===== config.mk =====
export PLATFORM = sky130hd
export DESIGN_NAME = lru_cache_directory
export DESIGN_NICKNAME = d
export VERILOG_FILES = /design/src/design/lcd_pkg.sv /design/src/design/lcd_datapath.sv /design/src/design/lcd_ctrl.sv /design/src/design/lru_cache_directory.sv
export VERILOG_INCLUDE_DIRS = /design/src /design/src/design
export SDC_FILE = /design/constraint.sdc
export NUM_CORES = 1
export LEC_CHECK = 0
export BUFFER_PORTS_ARGS = -buffer_cell sky130_fd_sc_hd__clkbuf_2
export CAP_MARGIN = 20
export CORE_ASPECT_RATIO = 1.1
export CORE_UTILIZATION = 45
export DETAILED_ROUTE_END_ITERATION = 16
export GPL_TIMING_DRIVEN = 0
export PLACE_DENSITY = 0.63
export SLEW_MARGIN = 20
export SYNTH_ARGS = -nofsm -noshare
export SYNTH_HDL_FRONTEND = slang
export SYNTH_SLANG_ARGS = --single-unit

===== constraint.sdc =====
create_clock -name aclk -period 6.2 [get_ports aclk]
set_input_delay 0.62 -clock aclk [delete_from_list [all_inputs] [get_ports aclk]]
set_output_delay 0.62 -clock aclk [all_outputs]
set_load 0.05 [all_outputs]

===== src/design/lru_cache_directory_defines.svh =====
// Assertion macros shared by the cache directory modules.
`ifndef LRU_CACHE_DIRECTORY_DEFINES_SVH
`define LRU_CACHE_DIRECTORY_DEFINES_SVH

`ifndef SYNTH
// Clocked assertion that is ignored while reset is held.
`define LCD_ASSERT_RST(lbl, clk, rstn, prop, msg) \
    lbl: assert property (@(posedge clk) disable iff (!rstn) prop) else $error(msg);
// Clocked assertion that also holds during reset.
`define LCD_ASSERT_ALWAYS(lbl, clk, prop, msg) \
    lbl: assert property (@(posedge clk) prop) else $error(msg);
`else
`define LCD_ASSERT_RST(lbl, clk, rstn, prop, msg)
`define LCD_ASSERT_ALWAYS(lbl, clk, prop, msg)
`endif

`endif


===== src/design/lcd_pkg.sv =====
// Shared constants, transaction types and control structs of the cache directory.
package lcd_pkg;

    localparam int ENTRIES  = 8;
    localparam int IDX_W    = (ENTRIES > 1) ? $clog2(ENTRIES) : 1;
    localparam int CNT_W    = $clog2(ENTRIES + 1);

    localparam int KEY_W    = 64;
    localparam int STAMP_W  = 32;
    localparam int STATUS_W = 2;
    localparam int SLOT_W   = 3;
    localparam int FILL_W   = 4;

    // Result status codes.
    localparam logic [STATUS_W-1:0] STATUS_HIT   = 2'd0;
    localparam logic [STATUS_W-1:0] STATUS_MISS  = 2'd1;
    localparam logic [STATUS_W-1:0] STATUS_EVICT = 2'd2;

    typedef struct packed {
        logic               req_type;
        logic [KEY_W-1:0]   key;
        logic [STAMP_W-1:0] now;
        logic               has_dates;
    } lcd_req_t;

    typedef struct packed {
        logic [STATUS_W-1:0] status;
        logic [SLOT_W-1:0]   slot;
        logic [FILL_W-1:0]   fill_count;
        logic                written;
    } lcd_rsp_t;

    // Commands from the controller to the datapath.
    typedef struct packed {
        logic load;
        logic step;
        logic commit;
    } lcd_cmd_t;

    // Status from the datapath to the controller.
    typedef struct packed {
        logic scan_end;
    } lcd_stat_t;

endpackage


===== src/design/lcd_datapath.sv =====
// Slot storage, sequential key and age scan, and result register of the directory.
`include "lru_cache_directory_defines.svh"

module lcd_datapath (
    input  logic             aclk,
    input  logic             aresetn,
    input  lcd_pkg::lcd_cmd_t  cmd,
    output lcd_pkg::lcd_stat_t stat,
    input  lcd_pkg::lcd_req_t  s_payload,
    output lcd_pkg::lcd_rsp_t  rsp
);

    // Slot storage, undefined until written.
    logic [lcd_pkg::KEY_W-1:0]   key_mem   [lcd_pkg::ENTRIES];
    logic [lcd_pkg::STAMP_W-1:0] stamp_mem [lcd_pkg::ENTRIES];

    lcd_pkg::lcd_req_t           req_reg;
    lcd_pkg::lcd_rsp_t           rsp_reg;
    lcd_pkg::lcd_rsp_t           rsp_next;
    logic [lcd_pkg::CNT_W-1:0]   rd_ptr_reg;
    logic [lcd_pkg::CNT_W-1:0]   filled_reg;
    logic [lcd_pkg::CNT_W-1:0]   filled_next;
    logic                        cmp_vld_reg;
    logic [lcd_pkg::IDX_W-1:0]   cmp_idx_reg;
    logic [lcd_pkg::KEY_W-1:0]   rd_key_reg;
    logic [lcd_pkg::STAMP_W-1:0] rd_stamp_reg;
    logic                        hit_reg;
    logic [lcd_pkg::IDX_W-1:0]   hit_slot_reg;
    logic [lcd_pkg::STAMP_W-1:0] old_reg;
    logic [lcd_pkg::IDX_W-1:0]   victim_reg;

    logic                        issue;
    logic                        key_match;
    logic                        older;
    logic                        wr_en;
    logic [lcd_pkg::STATUS_W-1:0] res_status;
    logic [lcd_pkg::IDX_W-1:0]   res_slot;

    // A read goes out while filled slots remain and no hit has been found.
    assign issue = cmd.step && !hit_reg && (rd_ptr_reg != filled_reg);

    // Compare stage works on the registered read data.
    assign key_match = cmp_vld_reg && !hit_reg && (rd_key_reg == req_reg.key);
    assign older     = cmp_vld_reg &&
                       ((cmp_idx_reg == '0) || (rd_stamp_reg < old_reg));

    assign stat.scan_end = !cmp_vld_reg &&
                           (hit_reg || (rd_ptr_reg == filled_reg));

    // Resolve the slot: hit, next free slot, or oldest slot when full.
    always_comb begin
        if (hit_reg) begin
            res_status = lcd_pkg::STATUS_HIT;
            res_slot   = hit_slot_reg;
        end else if (filled_reg < lcd_pkg::CNT_W'(lcd_pkg::ENTRIES)) begin
            res_status = lcd_pkg::STATUS_MISS;
            res_slot   = filled_reg[lcd_pkg::IDX_W-1:0];
        end else begin
            res_status = lcd_pkg::STATUS_EVICT;
            res_slot   = victim_reg;
        end
    end

    assign wr_en       = req_reg.req_type && req_reg.has_dates;
    assign filled_next = filled_reg +
        lcd_pkg::CNT_W'(wr_en && (res_status == lcd_pkg::STATUS_MISS));

    always_comb begin
        rsp_next.status     = res_status;
        rsp_next.slot       = lcd_pkg::SLOT_W'(res_slot);
        rsp_next.fill_count = lcd_pkg::FILL_W'(filled_next);
        rsp_next.written    = wr_en;
    end

    // Slot memory: one read for the scan, one write at commit.
    always_ff @(posedge aclk) begin
        if (issue) begin
            rd_key_reg   <= key_mem[rd_ptr_reg[lcd_pkg::IDX_W-1:0]];
            rd_stamp_reg <= stamp_mem[rd_ptr_reg[lcd_pkg::IDX_W-1:0]];
        end
        if (cmd.commit && wr_en) begin
            key_mem[res_slot]   <= req_reg.key;
            stamp_mem[res_slot] <= req_reg.now;
        end
    end

    // Scan control and fill count.
    always_ff @(posedge aclk) begin
        if (!aresetn) begin
            rd_ptr_reg  <= '0;
            cmp_vld_reg <= 1'b0;
            hit_reg     <= 1'b0;
            filled_reg  <= '0;
        end else begin
            cmp_vld_reg <= issue;
            if (cmd.load) begin
                rd_ptr_reg <= '0;
                hit_reg    <= 1'b0;
            end else begin
                if (issue) begin
                    rd_ptr_reg <= rd_ptr_reg + 1'b1;
                end
                if (key_match) begin
                    hit_reg <= 1'b1;
                end
            end
            if (cmd.commit) begin
                filled_reg <= filled_next;
            end
        end
    end

    // Request capture, scan payload and result register.
    always_ff @(posedge aclk) begin
        if (cmd.load) begin
            req_reg <= s_payload;
        end
        if (issue) begin
            cmp_idx_reg <= rd_ptr_reg[lcd_pkg::IDX_W-1:0];
        end
        if (key_match) begin
            hit_slot_reg <= cmp_idx_reg;
        end
        if (older) begin
            old_reg    <= rd_stamp_reg;
            victim_reg <= cmp_idx_reg;
        end
        if (cmd.commit) begin
            rsp_reg <= rsp_next;
        end
    end

    assign rsp = rsp_reg;

    `LCD_ASSERT_ALWAYS(a_fill_bound, aclk, !aresetn || (filled_reg <= lcd_pkg::CNT_W'(lcd_pkg::ENTRIES)), "fill count above slot count")
    `LCD_ASSERT_RST(a_hit_in_range, aclk, aresetn, hit_reg |-> ({1'b0, hit_slot_reg} < filled_reg), "hit slot outside filled range")

endmodule


===== src/design/lcd_ctrl.sv =====
// Controller state machine that sequences capture, scan and commit of a request.
`include "lru_cache_directory_defines.svh"

module lcd_ctrl (
    input  logic               aclk,
    input  logic               aresetn,
    input  logic               s_valid,
    output logic               s_ready,
    output logic               m_valid,
    input  logic               m_ready,
    input  lcd_pkg::lcd_stat_t stat,
    output lcd_pkg::lcd_cmd_t  cmd
);

    localparam logic [1:0] ST_IDLE = 2'd0;
    localparam logic [1:0] ST_SCAN = 2'd1;
    localparam logic [1:0] ST_DONE = 2'd2;

    logic [1:0] state_reg;
    logic [1:0] state_next;
    logic       m_valid_reg;
    logic       m_valid_next;
    logic       out_free;

    assign out_free = !m_valid_reg || m_ready;
    assign s_ready  = (state_reg == ST_IDLE);

    // Next state, commands and output valid.
    always_comb begin
        state_next   = state_reg;
        m_valid_next = m_valid_reg && !m_ready;
        cmd          = '0;
        case (state_reg)
            ST_IDLE: begin
                if (s_valid) begin
                    cmd.load   = 1'b1;
                    state_next = ST_SCAN;
                end
            end
            ST_SCAN: begin
                cmd.step = 1'b1;
                if (stat.scan_end) begin
                    state_next = ST_DONE;
                end
            end
            ST_DONE: begin
                if (out_free) begin
                    cmd.commit   = 1'b1;
                    m_valid_next = 1'b1;
                    state_next   = ST_IDLE;
                end
            end
            default: begin
                state_next = ST_IDLE;
            end
        endcase
    end

    always_ff @(posedge aclk) begin
        if (!aresetn) begin
            state_reg   <= ST_IDLE;
            m_valid_reg <= 1'b0;
        end else begin
            state_reg   <= state_next;
            m_valid_reg <= m_valid_next;
        end
    end

    assign m_valid = m_valid_reg;

    `LCD_ASSERT_RST(a_commit_free, aclk, aresetn, cmd.commit |-> out_free, "commit while result register is occupied")
    `LCD_ASSERT_RST(a_valid_from_done, aclk, aresetn, $rose(m_valid_reg) |-> ($past(state_reg) == ST_DONE), "result raised outside the commit state")

endmodule


===== src/design/lru_cache_directory.sv =====
// One request at a time: after acceptance the scan reads one slot per cycle up to the fill
// count or the first key hit, then the result is committed once the output register is free.
// A new request is taken while the previous result still waits in the output register.
// Reset (aresetn low, synchronous) empties the directory and drops the result valid.
// Slot contents are not cleared; only slots below the fill count are ever read.
module lru_cache_directory (
    input  logic              aclk,
    input  logic              aresetn,
    input  logic              s_valid,
    output logic              s_ready,
    input  lcd_pkg::lcd_req_t s_payload,
    output logic              m_valid,
    input  logic              m_ready,
    output lcd_pkg::lcd_rsp_t m_payload
);

    lcd_pkg::lcd_cmd_t  cmd;
    lcd_pkg::lcd_stat_t stat;

    // Sequencing of each transaction.
    lcd_ctrl u_ctrl (
        .aclk    (aclk),
        .aresetn (aresetn),
        .s_valid (s_valid),
        .s_ready (s_ready),
        .m_valid (m_valid),
        .m_ready (m_ready),
        .stat    (stat),
        .cmd     (cmd)
    );

    // Slot storage, scan and result.
    lcd_datapath u_datapath (
        .aclk      (aclk),
        .aresetn   (aresetn),
        .cmd       (cmd),
        .stat      (stat),
        .s_payload (s_payload),
        .rsp       (m_payload)
    );

endmodule


==> flow_metrics.py, run 1 <==
metrics = {
    "clocking": {
        "cts_resized": 0,
        "worstSkewPairLatency_ns": 0.67,
        "clk_pin_slew_worst_paths_ns": 0.06,
        "cts_hold_buf": 0,
        "cts_setup_buffers": 0,
        "h-tree-depth": 3,
        "numCtsBuffers": 102,
        "clock-sinks": 1026,
        "cts-root-buf": "clkbuf_16",
        "cts_tree": "built",
        "cts_buffer_depth": 3,
    },
    "sta": {
        "timing.final.ws_setup_ns": 2.68,
        "fin_crit_ns": 3.52,
        "rsz0062_at_grt": "no",
        "relSlewSlack": 0.328,
        "finalCritPeriodShare": 0.568,
        "fmax_ghz": 0.284,
        "slew_violations": 0,
        "holdWs_ns": 0.124,
        "setup_viol_count_final": 0,
        "finalClockSkew_ns": 0.0229,
        "hold_viol_final": 0,
        "worstMarginPinSlew_ns": 0.999,
    },
    "finish": {
        "antennaDiodeCount": 0,
        "largest_reg_flops": 512,
        "area_growth_pct": 17.5,
        "nNetsFinal": 2053,
        "fin_util": 0.533,
        "drive_gt1_frac": 0.332,
    },
    "setup_path": {
        "cpPeakStageDelay_ns": 0.65,
        "critPathKind": "reg2reg",
        "cp-end-kind": "flop",
        "cp_top_family": "simple AND/OR/NAND/NOR gates",
        "cp_common_cell": "buf_16",
        "cp_max_fo": 16,
        "worstPathRequired_ns": 6.56,
        "crit_buf_inv": 5,
        "crit_arrival_ns": 3.88,
        "cp-start-kind": "flop",
        "slowest_stage": "nor2_4",
        "crit_chain": "nand2b_1, nor2b_1, clkbuf_1, nand3_1, nor2_4, buf_16, buf_16, buf_16, buf_16",
    },
    "placement": {
        "dp_hpwl_mm": 50.3,
        "gp_congestion": 0.727,
        "post-place-ws_ns": 2.28,
        "port_buffers": 113,
    },
    "yosys": {
        "synth_area_leaders": "edfxtp_1 (79%), mux4_2 (11%), mux2_2 (2.8%), ha_1 (1.1%), xnor2_1 (0.96%)",
        "yosysMostFrequentCell": "edfxtp_1",
        "ys_seq_area_frac": 0.798,
        "synth_cell_types": 44,
        "synth_cells": 1648,
        "async_flop_share": 0,
        "synth_edf_count": 1013,
        "yosysWarnings": 0,
        "synth_seq_cells": 1026,
        "netlist_area_sq_um": 38500,
        "ys.flop_type": "edfxtp_1",
        "synth_common_cells": "edfxtp_1 (1013), mux4_2 (192), mux2_2 (96), xnor2_1 (42), inv_1 (37)",
        "syn_nets": 1784,
        "yosysTopAreaCellShare": 0.791,
        "avgSynthCellArea_sq_um": 23.3,
        "synth_area_leader_cell": "edfxtp_1",
    },
    "die": {
        "fp.dieH_um": 309,
        "die_x_um": 281,
        "rows": 112,
        "pin_count": 114,
        "fp.coreArea_sq_um": 84800,
        "start_util": 0.454,
        "die-area_sq_um": 86700,
    },
    "global_routing": {
        "antenna_found_initial": 1,
        "grt_start_max_net_pins": 73,
        "busiest_layer": "met2",
        "grt_usage": 0.187,
        "grt_pass1_vias": 17700,
        "use_met3": 0.0298,
        "grt_pass1_wl_mm": 117,
        "grtUsageMet2": 0.303,
        "overflow": 0,
        "grtUsageMet1": 0.263,
    },
    "power_and_ir_drop": {
        "internal_power_w": 0.0114,
        "vdd_ir_drop_max_mv": 0.192,
        "p_sw_frac": 0.200,
        "seq_power_share": 0.551,
        "combPwrFrac": 0.015,
        "clockPowerShare": 0.434,
        "cellPowerDensity_nw_per_um2": 315,
        "p_leak_nw": 14.3,
        "netSwitchingPower_w": 0.00285,
    },
    "routing": {
        "drt_iter0_drc": 1636,
        "wl_mm": 79.4,
        "via_per_inst": 5.45,
        "firstDrtPassIters": 5,
        "wire_per_inst_um": 25.3,
        "drc_errors": 0,
        "ant_nets": 0,
        "vias": 17100,
    },
    "outcome": {
        "status": "finished clean",
    },
    "flow_run": {
        "cap_violations": 0,
    },
    "min_path": {
        "hold_class": "in2reg",
    },
}
==> metrics by stage <==
step                area, sq um  cells  setup TNS [ns]  power (W)
CTS                       45200   3138               0     0.0144
global placement          40500   2901        -3894.12    0.00819
finish                    45200   3138               0     0.0142
global route              45200   3138               0     0.0147
detailed placement        41800   2953               0    0.00821
floorplan                 38500   1648          -10.23    0.00805
==> per-layer routing <==
layer  vias to the layer above  share of wire
met5                         -        0.00016
met4                         2          0.018
met3                       102          0.050
met2                       475           0.50
met1                      9118           0.43
li1                       7391              -
==> logic make-up after synthesis <==
logic type	after synthesis	synth area share
adders and majority gates	34	0.0111
xor gates and xnor gates	71	0.0162
AOI/OAI and AO/OA	36	0.00664
buffers and inverters	97	0.0139
DFF	1026	0.798
and+or+nand+nor	90	0.0126
muxes	294	0.142
==> worst paths after layout <==
check                                start                   endpoint  slack (ns)  cells past startpoint
setup reg to reg       u_ctrl.state_reg[0]  u_datapath.key_mem[0][10]        2.68                      9
hold reg to reg   u_datapath.rd_ptr_reg[2]  u_datapath.cmp_idx_reg[2]        0.43                      0
setup / recovery       u_ctrl.state_reg[0]  u_datapath.key_mem[0][10]        2.68                      9
hold / removal               s_payload[46]     u_datapath.req_reg[46]        0.12                      1
==> area by class of cell <==
cell class / instances / area [sq um]
flip-flops and latches: 1026 / 30700
plain buffers: 60 / 403
inverters: 37 / 139
repair buffers: 165 / 1850
multi-input cells: 525 / 7330
clock inverters: 76 / 768
well taps: 1140 / 1430
fillers: 6318 / 39600
clock buffers: 109 / 2600
==> worst reg2reg max path: cells and delay by family, from the launching register on <==
family	cells	cell delay, ns
DFF	1	0.34
buffers and inverters	5	1.37
and+or+nand+nor	4	1.49
==> power by group through the flow <==
stage	sequential [W]	combinational [W]	clock, W
finish	0.00785	0.000211	0.00619
global route	0.00786	0.000226	0.00656
global placement	0.00800	0.000196	0
detailed placement	0.00800	0.000216	0
floorplan	0.00796	0.0000914	0
CTS	0.00785	0.000217	0.00631
==> placed cells by master, fill, tap and decap left out, drive strengths merged, types with 7 or more instances in the layout <==
| cell type | synthesis | layout |
|---|---|---|
| edfxtp | 1013 | 1013 |
| clkbuf | 14 | 236 |
| mux4 | 192 | 192 |
| buf | 46 | 98 |
| mux2 | 96 | 96 |
| clkinv | 0 | 49 |
| inv | 37 | 43 |
| xnor2 | 42 | 42 |
| ha | 34 | 34 |
| xor2 | 29 | 29 |
| nor2 | 25 | 25 |
| nand4 | 17 | 17 |
| bufinv | 0 | 13 |
| dfxtp | 13 | 13 |
| nand2 | 11 | 11 |
| nor4 | 10 | 10 |
| a21oi | 9 | 9 |
| nand2b | 8 | 8 |
| clkinvlp | 0 | 8 |
| a21o | 7 | 7 |
(Power assumes the default switching activity.)
==> run 2, diff against run 1 <==
- ABC_AREA: not set -> 1
- clock period: 6.2 -> 2.8 ns (I/O delays scaled with it)
==> flow_metrics.py, run 2 <==
metrics = {
    "finish": {
        "fin_cells": 4492,
        "nNetsFinal": 3395,
        "fin_util": 0.544,
        "final_common_cell": "edfxtp_1",
        "largest_reg_flops": 512,
        "area_growth_pct": 19.3,
        "drive_gt1_frac": 0.125,
        "final_cell_mix": "edfxtp_1 (1013), nor2_1 (731), o21ai_0 (338), clkbuf_2 (120), nand2_1 (119)",
    },
    "sta": {
        "worstMarginPinSlew_ns": 1.14,
        "hold_viol_final": 0,
        "holdWs_ns": 0.312,
        "finalClockSkew_ns": 0.0302,
        "relSlewSlack": 0.237,
        "finalCritPeriodShare": 0.984,
        "slew_violations": 0,
        "fmax_ghz": 0.363,
        "rsz0062_at_grt": "no",
        "fin_crit_ns": 2.76,
        "setup_viol_count_final": 0,
    },
    "yosys": {
        "synth-simple-area-share": 0.0857,
        "synth_cells": 2890,
        "synth-compound-area-share": 0.0882,
        "netlist_area_sq_um": 39500,
        "ys.flop_type": "edfxtp_1",
        "synth_top_family_by_area": "compound AO/OA/AOI/OAI gates",
        "synth_area_leaders": "edfxtp_1 (77%), nor2_1 (7.1%), o21ai_0 (4.3%), a31oi_1 (1.5%), o22ai_1 (1.5%)",
        "synth_seq_cells": 1026,
        "yosysMostFrequentCell": "edfxtp_1",
        "synth_area_leader_cell": "edfxtp_1",
        "yosysWarnings": 0,
        "synth_cell_types": 31,
        "synth_common_cells": "edfxtp_1 (1013), nor2_1 (743), o21ai_0 (338), nand2_1 (127), inv_1 (114)",
        "synthMuxAreaShare": 0,
        "yosysTopAreaCellShare": 0.770,
        "async_flop_share": 0,
        "ys_seq_area_frac": 0.777,
        "avgSynthCellArea_sq_um": 13.7,
        "synth_xor_area_frac": 0.00643,
        "syn_nets": 3026,
        "synth_fa_ha_area_frac": 0.0108,
        "synth_edf_count": 1013,
    },
    "routing": {
        "wl_mm": 101,
        "drc_errors": 0,
        "vias": 24700,
        "ant_nets": 0,
        "wire_per_inst_um": 22.6,
        "firstDrtPassIters": 5,
        "drt_iter0_drc": 2321,
        "via_per_inst": 5.50,
    },
    "power_and_ir_drop": {
        "vdd_ir_drop_max_mv": 0.470,
        "power_w": 0.0325,
        "p_leak_nw": 16.3,
        "cellPowerDensity_nw_per_um2": 690,
    },
    "setup_path": {
        "crit_arrival_ns": 3.14,
        "cp_max_fo": 10,
        "cp-end-kind": "flop",
        "critPathKind": "reg2reg",
        "worstPathRequired_ns": 3.18,
        "cp-start-kind": "flop",
    },
    "clocking": {
        "cts_buffer_depth": 3,
        "numCtsBuffers": 101,
        "worstSkewPairLatency_ns": 0.68,
        "h-tree-depth": 3,
        "cts_tree": "built",
        "clock-sinks": 1026,
        "cts-root-buf": "clkbuf_16",
        "clk_pin_slew_worst_paths_ns": 0.06,
    },
    "placement": {
        "dpl.cell_count": 4198,
        "port_buffers": 113,
        "dp_hpwl_mm": 66.4,
        "gp_congestion": 0.832,
    },
    "global_routing": {
        "grt_pass1_vias": 24600,
        "grt_usage": 0.227,
        "grt_start_max_net_pins": 55,
        "antenna_found_initial": 1,
        "grt_pass1_wl_mm": 150,
        "overflow": 0,
    },
    "min_path": {
        "hold_class": "in2reg",
    },
    "die": {
        "rows": 113,
        "fp.dieH_um": 313,
        "die_x_um": 284,
        "die-area_sq_um": 89000,
        "start_util": 0.456,
        "pin_count": 114,
        "fp.coreArea_sq_um": 86700,
    },
    "outcome": {
        "status": "finished clean",
    },
    "flow_run": {
        "cap_violations": 0,
    },
}
## run 2: changes by cell type in the layout (fill, tap and decap cells not counted), sizes merged, moves of 96 or more
cell / before / now
mux4: 192 / 0
o22ai: 0 / 97
dlygate4sd3: 0 / 101
nand2: 11 / 127
mux2: 96 / 0
nor2: 25 / 743
o21ai: 5 / 417
## run 2: logic make-up (layout without fill, tap and decap cells)
logic type,count (synthesis),count (layout)
AO/OA/AOI/OAI,644,644
XOR/XNOR,29,29
adder cells (fa/ha/maj),34,34
buffers and inverters,265,716
flip-flops,1026,1026
other,0,1
AND/OR/NAND/NOR,892,892
## run 2: stage by stage
stage	cell area, sq um	TNS, ns	setup slack (ns)
6_report	47100	0	0.0435
3_3_place_gp	41600	-1328.07	-1.54
4_1_cts	47100	0	0.0559
5_1_grt	47100	0	0.0180
2_1_floorplan	39600	-3.01	-0.00786
3_5_place_dp	42700	-4.41	-0.207
## run 2: final timing paths
kind | endpoint | startpoint | slack (ns) | depth (start not counted)
setup / recovery | u_datapath.rd_key_reg[23] | u_datapath.rd_ptr_reg[1] | 0.04 | 6
hold / removal | u_datapath.req_reg[78] | s_payload[78] | 0.31 | 2
setup reg to reg | u_datapath.rd_key_reg[23] | u_datapath.rd_ptr_reg[1] | 0.04 | 6
hold reg to reg | u_datapath.old_reg[24] | u_datapath.rd_stamp_reg[24] | 0.44 | 0
## run 2: area by class of cell
type,count,area [sq um]
sequential,1026,30700
clock buffer,131,2740
clock inverter,54,619
tap,1150,1440
fill,6942,39500
antenna,1,2.50
buffer,149,843
multi-input combinational,1599,7670
timing repair buffer,266,2700
inverter,116,444
## run 2: worst max-delay path: stages, from the launching register on
cell and delay, ns:
dfxtp_1 0.36, buf_2 0.24, clkdlybuf4s15_1 0.90, clkbuf_1 0.61, nor2_1 0.13, o21ai_1 0.11, a31oi_1 0.11
## run 2: what timing repair did
item / CTS / global route
endpoints found under the setup margin: 35 / 49
pin swaps: 1 / 1
buffers inserted: 5 / 2
hold endpoints to repair: 104 / 0
hold buffers: 101 / 0
gates resized for setup: 0 / 4
## run 2: metal layers
layer | up-vias | share of wire | track usage
met5 | - | 0.00016 | 0
met4 | 2 | 0.046 | 0.113
met3 | 228 | 0.071 | 0.0405
met2 | 986 | 0.49 | 0.381
met1 | 12300 | 0.39 | 0.283
li1 | 11200 | - | -
## run 2: where the power goes
part           switching, W  internal [W]
Combinational      0.000829      0.000455
Sequential         0.000316        0.0172
Clock               0.00578       0.00795
Total               0.00692        0.0256
==> run 3, diff against run 2 <==
- PLACE_DENSITY: 0.63 -> not set
- PLACE_DENSITY_LB_ADDON: not set -> 0.2
==> flow_metrics.py, run 3 (synthesized netlist as in run 2, its figures left out) <==
metrics = {
    "finish": {
        "fin_util": 0.543,
        "final_common_cell": "edfxtp_1",
        "area_growth_pct": 19.1,
        "largest_reg_flops": 512,
        "final_cell_area_sq_um": 47100,
        "final_cell_mix": "edfxtp_1 (1013), nor2_1 (731), o21ai_0 (338), clkbuf_2 (121), nand2_1 (120)",
        "drive_gt1_frac": 0.123,
        "nNetsFinal": 3400,
    },
    "global_routing": {
        "antenna_found_initial": 1,
        "grt_pass1_wl_mm": 151,
        "overflow": 0,
        "grt_usage": 0.230,
        "grt_start_max_net_pins": 57,
        "grt_pass1_vias": 23900,
    },
    "routing": {
        "ant_nets": 0,
        "vias": 24300,
        "drc_errors": 0,
        "drt_iter0_drc": 2214,
        "wl_mm": 103,
        "wire_per_inst_um": 22.9,
        "via_per_inst": 5.40,
        "firstDrtPassIters": 12,
    },
    "sta": {
        "hold_viol_final": 0,
        "finalClockSkew_ns": 0.0331,
        "holdWs_ns": 0.315,
        "relSlewSlack": 0.240,
        "slew_violations": 0,
        "worstMarginPinSlew_ns": 1.14,
        "setup_viol_count_final": 0,
        "rsz0062_at_grt": "yes",
        "fin_crit_ns": 2.70,
        "tns_ns": 0,
        "finalCritPeriodShare": 0.965,
        "fmax_ghz": 0.370,
    },
    "power_and_ir_drop": {
        "cellPowerDensity_nw_per_um2": 680,
        "vdd_ir_drop_max_mv": 0.488,
        "p_leak_nw": 16.3,
        "power_w": 0.0320,
    },
    "placement": {
        "dp_hpwl_mm": 66.6,
        "gp_congestion": 0.826,
        "placed_cell_area_sq_um": 42800,
        "port_buffers": 113,
    },
    "setup_path": {
        "slowest_stage": "nor2_4",
        "cp-end-kind": "flop",
        "crit_buf_inv": 4,
        "cp_max_fo": 21,
        "cp-start-kind": "flop",
        "cp_top_family": "simple AND/OR/NAND/NOR gates",
        "critPathKind": "reg2reg",
        "crit_arrival_ns": 3.05,
        "cpPeakStageDelay_ns": 0.60,
        "crit_chain": "inv_1, nor2_2, a22o_1, nor2_2, nand2_2, nor2_4, buf_16, buf_16, buf_12",
        "worstPathRequired_ns": 3.15,
    },
    "die": {
        "fp.dieH_um": 313,
        "die-area_sq_um": 89000,
        "die_x_um": 284,
        "fp.coreArea_sq_um": 86700,
        "pin_count": 114,
        "rows": 113,
        "start_util": 0.456,
    },
    "clocking": {
        "cts_buffer_depth": 3,
        "numCtsBuffers": 103,
        "cts_tree": "built",
        "worstSkewPairLatency_ns": 0.68,
        "clock-sinks": 1026,
        "clk_pin_slew_worst_paths_ns": 0.06,
        "h-tree-depth": 3,
        "cts-root-buf": "clkbuf_16",
    },
    "min_path": {
        "hold_class": "in2reg",
    },
    "outcome": {
        "status": "finished clean",
    },
    "flow_run": {
        "cap_violations": 0,
    },
}
[run 3: changes by cell type in the layout (fill, tap and decap cells not counted), moves of 2 or more]
| cell | change |
|---|---|
| nand2_2 | -2 |
| bufinv_16 | -5 |
| buf_16 | +4 |
| buf_12 | -2 |
| clkbuf_16 | +2 |
| clkbuf_1 | +6 |
| clkinv_1 | +6 |
| clkinv_16 | -2 |
| clkinv_2 | -3 |
[run 3: area by class of cell]
class | count | area, sq um
fill | 7022 | 39600
sequential | 1026 | 30700
multi-input combinational | 1600 | 7670
clock buffer | 138 | 2800
timing repair buffer | 268 | 2780
tap | 1150 | 1440
buffer | 149 | 838
inverter | 116 | 447
clock inverter | 50 | 405
antenna | 1 | 2.50
[run 3: final timing paths]
check	from	slack, ns	cells past startpoint	to
worst min register to register	u_datapath.rd_stamp_reg[21]	0.46	0	u_datapath.old_reg[21]
worst max register to register	u_datapath.filled_reg[3]	0.1	9	u_datapath.key_mem[1][35]
worst min-delay path	s_payload[61]	0.32	2	u_datapath.req_reg[61]
worst max-delay path	u_datapath.filled_reg[3]	0.1	9	u_datapath.key_mem[1][35]
[run 3: routing by layer]
| layer | up-vias | global-route usage | wire (um) |
|---|---|---|---|
| met5 | - | 0 | 0 |
| met2 | 918 | 0.395 | 51800 |
| met4 | 0 | 0.0825 | 3010 |
| met3 | 171 | 0.0336 | 7120 |
| li1 | 11200 | - | - |
| met1 | 12000 | 0.297 | 41100 |
[run 3: power breakdown]
group,internal [W],total [W],switching (W)
Clock,0.00755,0.0132,0.00565
Sequential,0.0172,0.0175,0.000308
Combinational,0.000454,0.00129,0.000839
[run 3: stage by stage]
stage	cells	worst slack [ns]
detailed placement	4201	-0.206
CTS	4496	0.0989
global placement	4153	-1.62
finish	4498	0.0971
global route	4497	-0.0104
floorplan	2890	-0.00786
[run 3: worst reg2reg max path, delay by kind of cell, from the launching register on]
kind                   cells  cell delay, ns
AOI/OAI and AO/OA          1            0.21
and+or+nand+nor            4            1.08
buffers and inverters      4            0.76
DFF                        1            0.34
[run 3: repair_timing]
action	CTS	global route
endpoints found under the setup margin	49	14
hold buffers	101	0
pin swaps	2	1
cloned	0	1
endpoints found under the hold margin	104	0
buffers inserted	6	0
gates resized for setup	0	1
